File: src/atrp_pkg.sv
// Package for the accelerometer tilt block: widths, lane codes, pipeline payload types
// and the CORDIC arctangent table. No dependencies.
`default_nettype none

package atrp_pkg;

  localparam int NLANE      = 2;
  localparam int LANE_ROLL  = 0;
  localparam int LANE_PITCH = 1;

  localparam int AW   = 16;  // raw axis count
  localparam int NW   = AW + 1;  // numerator, holds +32768
  localparam int SW   = 2 * AW;  // sum of two squares
  localparam int MW   = 32;  // magnitude, 16 fraction bits
  localparam int RW   = MW + 4;  // square-root remainder
  localparam int XW   = 36;  // CORDIC x/y
  localparam int ZW   = 32;  // angle accumulator
  localparam int FRAC = 16;
  localparam int OW   = 15;  // output angle

  localparam int TABLE_LEN   = 24;
  localparam int ANGLE_LIMIT = 9000;

  // atan(2^-i) in units of 1/6553600 degree
  localparam logic signed [ZW-1:0] ATAN_TAB [TABLE_LEN] = '{
    32'sd294912000, 32'sd174096719, 32'sd91987925, 32'sd46694507,
    32'sd23437865,  32'sd11730358,  32'sd5866610,  32'sd2933484,
    32'sd1466764,   32'sd733385,    32'sd366693,   32'sd183346,
    32'sd91673,     32'sd45837,     32'sd22918,    32'sd11459,
    32'sd5730,      32'sd2865,      32'sd1432,     32'sd716,
    32'sd358,       32'sd179,       32'sd90,       32'sd45
  };

  typedef struct packed {
    logic signed [NW-1:0] num;
    logic                 num_zero;
    logic                 mag_zero;
  } lane_ctl_t;

  typedef struct packed {
    logic [SW-1:0] sum;
    lane_ctl_t     ctl;
  } sum_t;

  typedef struct packed {
    logic [MW-1:0] mag;
    lane_ctl_t     ctl;
  } mag_t;

  typedef struct packed {
    logic signed [ZW-1:0] z;
    lane_ctl_t            ctl;
  } ang_t;

endpackage

`default_nettype wire

File: src/atrp_square.sv
// Front end: squares the three axes, then forms the two sums of squares (two stages).
// Depends on atrp_pkg.
`default_nettype none

module atrp_square (
  input  logic                                   clk_i,
  input  logic                                   rst_ni,
  input  logic                                   valid_i,
  output logic                                   ready_o,
  input  logic signed [atrp_pkg::AW-1:0]         accel_x_i,
  input  logic signed [atrp_pkg::AW-1:0]         accel_y_i,
  input  logic signed [atrp_pkg::AW-1:0]         accel_z_i,
  output logic                                   valid_o,
  input  logic                                   ready_i,
  output atrp_pkg::sum_t [atrp_pkg::NLANE-1:0]   data_o
);
  import atrp_pkg::*;

  logic signed [SW-1:0] px, py, pz;
  logic [SW-2:0] sqx_q, sqy_q, sqz_q;
  lane_ctl_t [NLANE-1:0] ctl_d, ctl_q;
  sum_t [NLANE-1:0] sum_d, sum_q;
  logic v1_q, v2_q, en1, en2;

  assign en2     = ~v2_q | ready_i;
  assign en1     = ~v1_q | en2;
  assign ready_o = en1;

  assign px = accel_x_i * accel_x_i;
  assign py = accel_y_i * accel_y_i;
  assign pz = accel_z_i * accel_z_i;

  always_comb begin
    ctl_d[LANE_ROLL].num       = {accel_y_i[AW-1], accel_y_i};
    ctl_d[LANE_ROLL].num_zero  = (accel_y_i == '0);
    ctl_d[LANE_ROLL].mag_zero  = (accel_x_i == '0) && (accel_z_i == '0);
    ctl_d[LANE_PITCH].num      = -{accel_x_i[AW-1], accel_x_i};
    ctl_d[LANE_PITCH].num_zero = (accel_x_i == '0);
    ctl_d[LANE_PITCH].mag_zero = (accel_y_i == '0) && (accel_z_i == '0);
  end

  always_comb begin
    sum_d[LANE_ROLL].sum  = {1'b0, sqx_q} + {1'b0, sqz_q};
    sum_d[LANE_ROLL].ctl  = ctl_q[LANE_ROLL];
    sum_d[LANE_PITCH].sum = {1'b0, sqy_q} + {1'b0, sqz_q};
    sum_d[LANE_PITCH].ctl = ctl_q[LANE_PITCH];
  end

  always_ff @(posedge clk_i or negedge rst_ni) begin
    if (!rst_ni) begin
      v1_q <= 1'b0;
      v2_q <= 1'b0;
    end else begin
      if (en1) v1_q <= valid_i;
      if (en2) v2_q <= v1_q;
    end
  end

  always_ff @(posedge clk_i) begin
    if (en1) begin
      sqx_q <= px[SW-2:0];
      sqy_q <= py[SW-2:0];
      sqz_q <= pz[SW-2:0];
      ctl_q <= ctl_d;
    end
    if (en2) begin
      sum_q <= sum_d;
    end
  end

  assign valid_o = v2_q;
  assign data_o  = sum_q;

endmodule

`default_nettype wire

File: config.mk
export PLATFORM = sky130hd
export DESIGN_NAME = atrp_square
export DESIGN_NICKNAME = d
export VERILOG_FILES = /design/src/atrp_pkg.sv /design/src/atrp_square.sv
export SDC_FILE = /design/constraint.sdc
export NUM_CORES = 2
export LEC_CHECK = 0
export BUFFER_PORTS_ARGS = -buffer_cell sky130_fd_sc_hd__buf_2
export CAP_MARGIN = 20
export CELL_PAD_IN_SITES_DETAIL_PLACEMENT = 1
export CELL_PAD_IN_SITES_GLOBAL_PLACEMENT = 2
export CORE_ASPECT_RATIO = 0.9
export CORE_MARGIN = 2
export CORE_UTILIZATION = 43
export CTS_CLUSTER_SIZE = 14
export DETAILED_ROUTE_END_ITERATION = 12
export MAX_ROUTING_LAYER = met4
export PLACE_DENSITY_LB_ADDON = 0.08
export SYNTH_ARGS = -nofsm -noshare
export SYNTH_HDL_FRONTEND = slang
export SYNTH_SLANG_ARGS = --single-unit
File: constraint.sdc
create_clock -name clk_i -period 5.6 [get_ports clk_i]
set_input_delay 0.28 -clock clk_i [delete_from_list [all_inputs] [get_ports clk_i]]
set_output_delay 0.28 -clock clk_i [all_outputs]
set_load 0.01 [all_outputs]
# Word level (Yosys, flattened, before mapping)
# Cells that the tools add are included.
dict set report totals {
  regBits 233
  wordCells 34
  input_bits 52
}
dict set report classes {
  multipliers 3
  n_addsub 3
  reduce_logical 5
  n_bitwise 4
}
# operator count
set ops {}
lappend ops {{$mul 16x16->31} 3}
lappend ops {{$add 31x31->32} 2}
lappend ops {{$logic_not 16->1} 3}
lappend ops {{$neg 17->17} 1}
lappend ops {{$logic_and 1x1->1} 2}
lappend ops {{$not 1->1} 2}
lappend ops {{$or 1x1->1} 2}

# Depth between registers and ports, before layout
dict set report depth {
  depth_word 3
  ltp_mapped 25
  mapped_depth_nobuf 23
}

# Worst setup path before layout
# Ideal clock, no wire load.
dict set report synth_timing {
  path_type {in2reg}
  from {in accel_x_i[15] (netlist name)}
  to {reg sqx_q[29], data pin}
  path_slack_ns -0.836
  cell_stages 21
  t_arrival_ns 6.164
  cell_sequence {clkbuf_1 inv_1 buf_1 nor2_1 fa_1 fa_1 fa_1 fa_1 fa_1 inv_1 fa_1 inv_1 ha_1 a21o_1 a21o_1 a21o_1 or4_1 o21ai_1 o21ai_1 mux2i_1 o2111ai_1}
}
dict set report synth_via {
  elab_chain_cells 1
}
# element line_no
set synth_rtl {}
lappend synth_rtl {{start, declared} atrp_square.sv:10} ;# input logic signed [atrp_pkg::AW-1:0] accel_x_i,
lappend synth_rtl {{$mul 16x16->31} atrp_square.sv:29} ;# assign px = accel_x_i * accel_x_i;
lappend synth_rtl {{named net px[29]} atrp_square.sv:19} ;# logic signed [SW-1:0] px, py, pz;
lappend synth_rtl {{end signal, assigned} atrp_square.sv:61} ;# sqx_q <= px[SW-2:0];
lappend synth_rtl {{end, declared} atrp_square.sv:20} ;# logic [SW-2:0] sqx_q, sqy_q, sqz_q;
# The timed path passes the listed nets, and every way through them passes these cells.
# A chain may end at the register's enable or synchronous reset.

# Worst setup path after layout
dict set report layout_timing {
  from {in accel_y_i[15] (netlist name)}
  to {reg sqy_q[30], data pin}
}
dict set report layout_via {
  elab_chain_cells 1
}
# element line_no
set layout_rtl {}
lappend layout_rtl {{start, declared} atrp_square.sv:11} ;# input logic signed [atrp_pkg::AW-1:0] accel_y_i,
lappend layout_rtl {{$mul 16x16->31} atrp_square.sv:30} ;# assign py = accel_y_i * accel_y_i;
lappend layout_rtl {{named net py[30]} atrp_square.sv:19}
lappend layout_rtl {{end signal, assigned} atrp_square.sv:62} ;# sqy_q <= py[SW-2:0];
lappend layout_rtl {{end, declared} atrp_square.sv:20}
# The timed path passes the listed nets, and every way through them passes these cells.

==> impl_metrics.csv <==
group,metric,value,unit
run_status,status,"completed",
logic_synthesis,syn_area_per_cell,10.2,um^2
logic_synthesis,synthTopCellsByArea,"fa_1 38%, edfxtp_1 19%, ha_1 11%",
min_path,whs_endpoint,"ctl_q[4]",
worst_setup_path,cp-end-kind,"flop",
min_path,holdCritStartpoint,"accel_y_i[2]",
finish,drive_above_1_share,20.7,%
logic_synthesis,synthArstFlopShare,0.877,%
floorplan,start_util,43.3,%
clock_tree,clkSinkCount,228,
detailed_routing,wl_per_cell,19.2,um
logic_synthesis,synth_enable_flop_cells,226,
timing,setup_viol,0,
timing,hold_viol,0,
detailed_routing,final_antenna_net_count,0,
clock_tree,cts_buffers,30,
worst_setup_path,cp.required,5.97,ns
min_path,hp-class,"input port to flop",
floorplan,dieArea,85500,um^2
logic_synthesis,syn_area,35800,um^2
floorplan,io_pins,156,
logic_synthesis,yosys.area.top_type_share,38.4,%
finish,nNetsFinal,5196,
timing,tightest_slew,0.914,ns
logic_synthesis,yosysWarnings,0,
global_routing,grt.total_usage,25.3,%
floorplan,die-height,278,um
clock_tree,cts_root_buf,"clkbuf_16",
logic_synthesis,synth.largest_area_cell,"fa_1",
global_routing,grt_pass1_vias,30319,
timing,fin_crit,5.49,ns
clock_tree,cts_buffer_depth,3,
worst_setup_path,regToRegSetupSlack,2.08,ns
worst_setup_path,r2r-end,"data_o[100]",
finish,final_area,43300,um^2
detailed_routing,wl,101,mm
worst_setup_path,ff2ff_path_depth,9,
finish,postLayoutCoreUtil,52.4,%
clock_tree,htreeDepth,1,
timing,post-route-period-util,98.1,%
logic_synthesis,synth-seq-cells,228,
worst_setup_path,crit_type,"input port to flop",
clock_tree,insertion_delay,0.65,ns
clock_tree,cts_tree,"done",
detailed_routing,drtPass1Iterations,4,
timing,clock_skew,0.0532,ns
detailed_routing,drt_iter0_markers,1021,
floorplan,design.core.area,82600,um^2
timing,layout_setup_ws,0.106,ns
logic_synthesis,syn-num-nets,4576,
flow_run,max-cap-violations,0,
global_routing,gr-total-overflow,0,
place,place_ws,-0.592,ns
worst_setup_path,cp.arrival,5.86,ns
global_routing,grt_pass1_wl,163,mm
min_path,hold_depth,2,
place,post_dp_cell_area,41800,um^2
floorplan,row_count,100,
logic_synthesis,synth_flop_cell,"edfxtp_1",
place,dp_hpwl,87.7,mm
clock_tree,clk_pin_slew,0.07,ns
finish,area_growth,21.0,%
floorplan,fp.dieW,308,um
logic_synthesis,syn_inst,3513,
place,gp_congestion,0.889,
timing,slew_headroom,39.0,%
worst_setup_path,cp-start-kind,"input port",
timing,drv_slew,0,
logic_synthesis,ys_seq_area_share,19.1,%
global_routing,grt_max_degree,116,
timing,max_freq,182,MHz
global_routing,antenna_found_initial,2,
worst_setup_path,cp_max_fo,4,
logic_synthesis,ys_types,68,
detailed_routing,route.detailed.drc,0,
detailed_routing,viasPerCell,4.95,
timing,fin_setup_tns,0,ns
place,portBuffers,155,
detailed_routing,routed-via-count,25906,
worst_setup_path,reg2reg_from,"sqy_q[8]",
-- cell type report --
cell class,count,area [um^2]
Antenna cell,4,10.0
Clock buffer,36,773
Clock inverter,20,195
Fill cell,9250,39300
Inverter,993,3770
Multi-Input combinational cell,2212,25500
Sequential cell,228,6840
Tap cell,1071,1340
Timing Repair Buffer,668,4880
-- cells in the final DEF, fill, tap and decap left out, types with 16 or more instances in the layout --
cell type / instances
nor2_1: 164
a21o_1: 47
nor2b_1: 22
and2_1: 83
nand2_1: 237
buf_2: 142
and3_1: 16
o21bai_1: 17
fa_1: 674
edfxtp_1: 226
buf_4: 492
inv_1: 967
xnor2_1: 142
xor2_1: 44
o21ai_0: 45
nand2b_1: 18
nor3_1: 25
nand3_1: 29
a21oi_1: 80
clkbuf_16: 30
a211oi_1: 17
ha_4: 18
ha_1: 307
-- Yosys cell counts, types with 8 or more instances --
cell      number
a31oi_1       13
nand2_1      252
o21ai_0       55
ha_1         325
and3_1        16
a211oi_1      19
clkbuf_1      72
inv_1        987
xor2_1        44
nand3_1       29
a31o_2        10
a21oi_1       89
or2_2          8
o21bai_1      18
nor4_1         9
nor2b_1       22
nor3_1        25
a21o_1        47
edfxtp_1     226
nor2_1       178
nand2b_1      19
nand4_1        9
xnor2_1      142
and2_1        93
fa_1         686
-- metal layers --
metal / track usage, % / vias up / part of all wire (%)
li1: - / 11945 / -
met4: 7.00 / 0 / 3.2
met2: 44.3 / 365 / 52
met1: 31.1 / 13469 / 42
met3: 2.57 / 127 / 3.3
met5: - / - / 0
-- sequential cells by signal, summed over array words and instances (netlist names) --
name / count
sqx_q: 30
v1_q: 1
sqz_q: 30
data_o: 101
sqy_q: 30
valid_o: 1
ctl_q: 35
-- critical path, cell delays in order --
cell and delay (ns):
buf_4 0.13, clkinvlp_4 0.15, buf_12 0.16, buf_4 0.14, nor2_2 0.12, xnor2_1 0.09, ha_1 0.21, a31o_2 0.22
fa_1 0.48, fa_1 0.51, fa_1 0.50, fa_1 0.49, inv_1 0.05, fa_1 0.49, inv_2 0.04, ha_4 0.26
nand4_1 0.10, buf_4 0.17, or3_1 0.37, a2bb2oi_2 0.16, o21ai_4 0.11, o221ai_4 0.17, o2111ai_2 0.25, a21oi_2 0.08
xnor2_1 0.12
-- worst max-delay path by stage --
stage / from / end / slack [ns] / cells past startpoint
final: accel_y_i[15] / sqy_q[30] / 0.11 / 25
after global routing: accel_y_i[5] / sqy_q[30] / -0.06 / 25
after CTS: accel_y_i[6] / sqy_q[26] / 0.04 / 23
after detailed placement: accel_y_i[6] / sqy_q[28] / -0.59 / 19
after global placement: accel_x_i[3] / sqx_q[29] / -0.51 / 21
after floorplan: accel_x_i[8] / sqx_q[30] / -0.11 / 23
-- cell families (layout without fill, tap and decap cells) --
logic type,count (synthesis),after routing,share of synthesized area (%)
AND/OR/NAND/NOR,690,690,8.97
adder cells (fa/ha/maj),1011,1011,49.8
other,0,4,0
multiplexers,4,4,0.122
flip-flops,228,228,19.1
AO/OA/AOI/OAI,321,321,6.22
buffers and inverters,1073,1717,11.3
XOR/XNOR,186,186,4.55
-- stage by stage --
step | cells | hold slack (ns)
final | 5232 | 0.0478
after global placement | 5150 | 0.0643
after global routing | 5229 | 0.0230
after floorplan | 3513 | -0.0156
after detailed placement | 5150 | 0.0719
after CTS | 5210 | 0.0138
-- repair_timing --
action                     4_1_cts  5_1_grt
gates resized for setup          0       93
hold buffers                     4        4
buffers inserted                 0       14
setup endpoints to repair        0       25
hold endpoints to repair         4        4
Power is not shown: default switching activity piles up to over one toggle a cycle in this logic, so the estimate is an artifact.
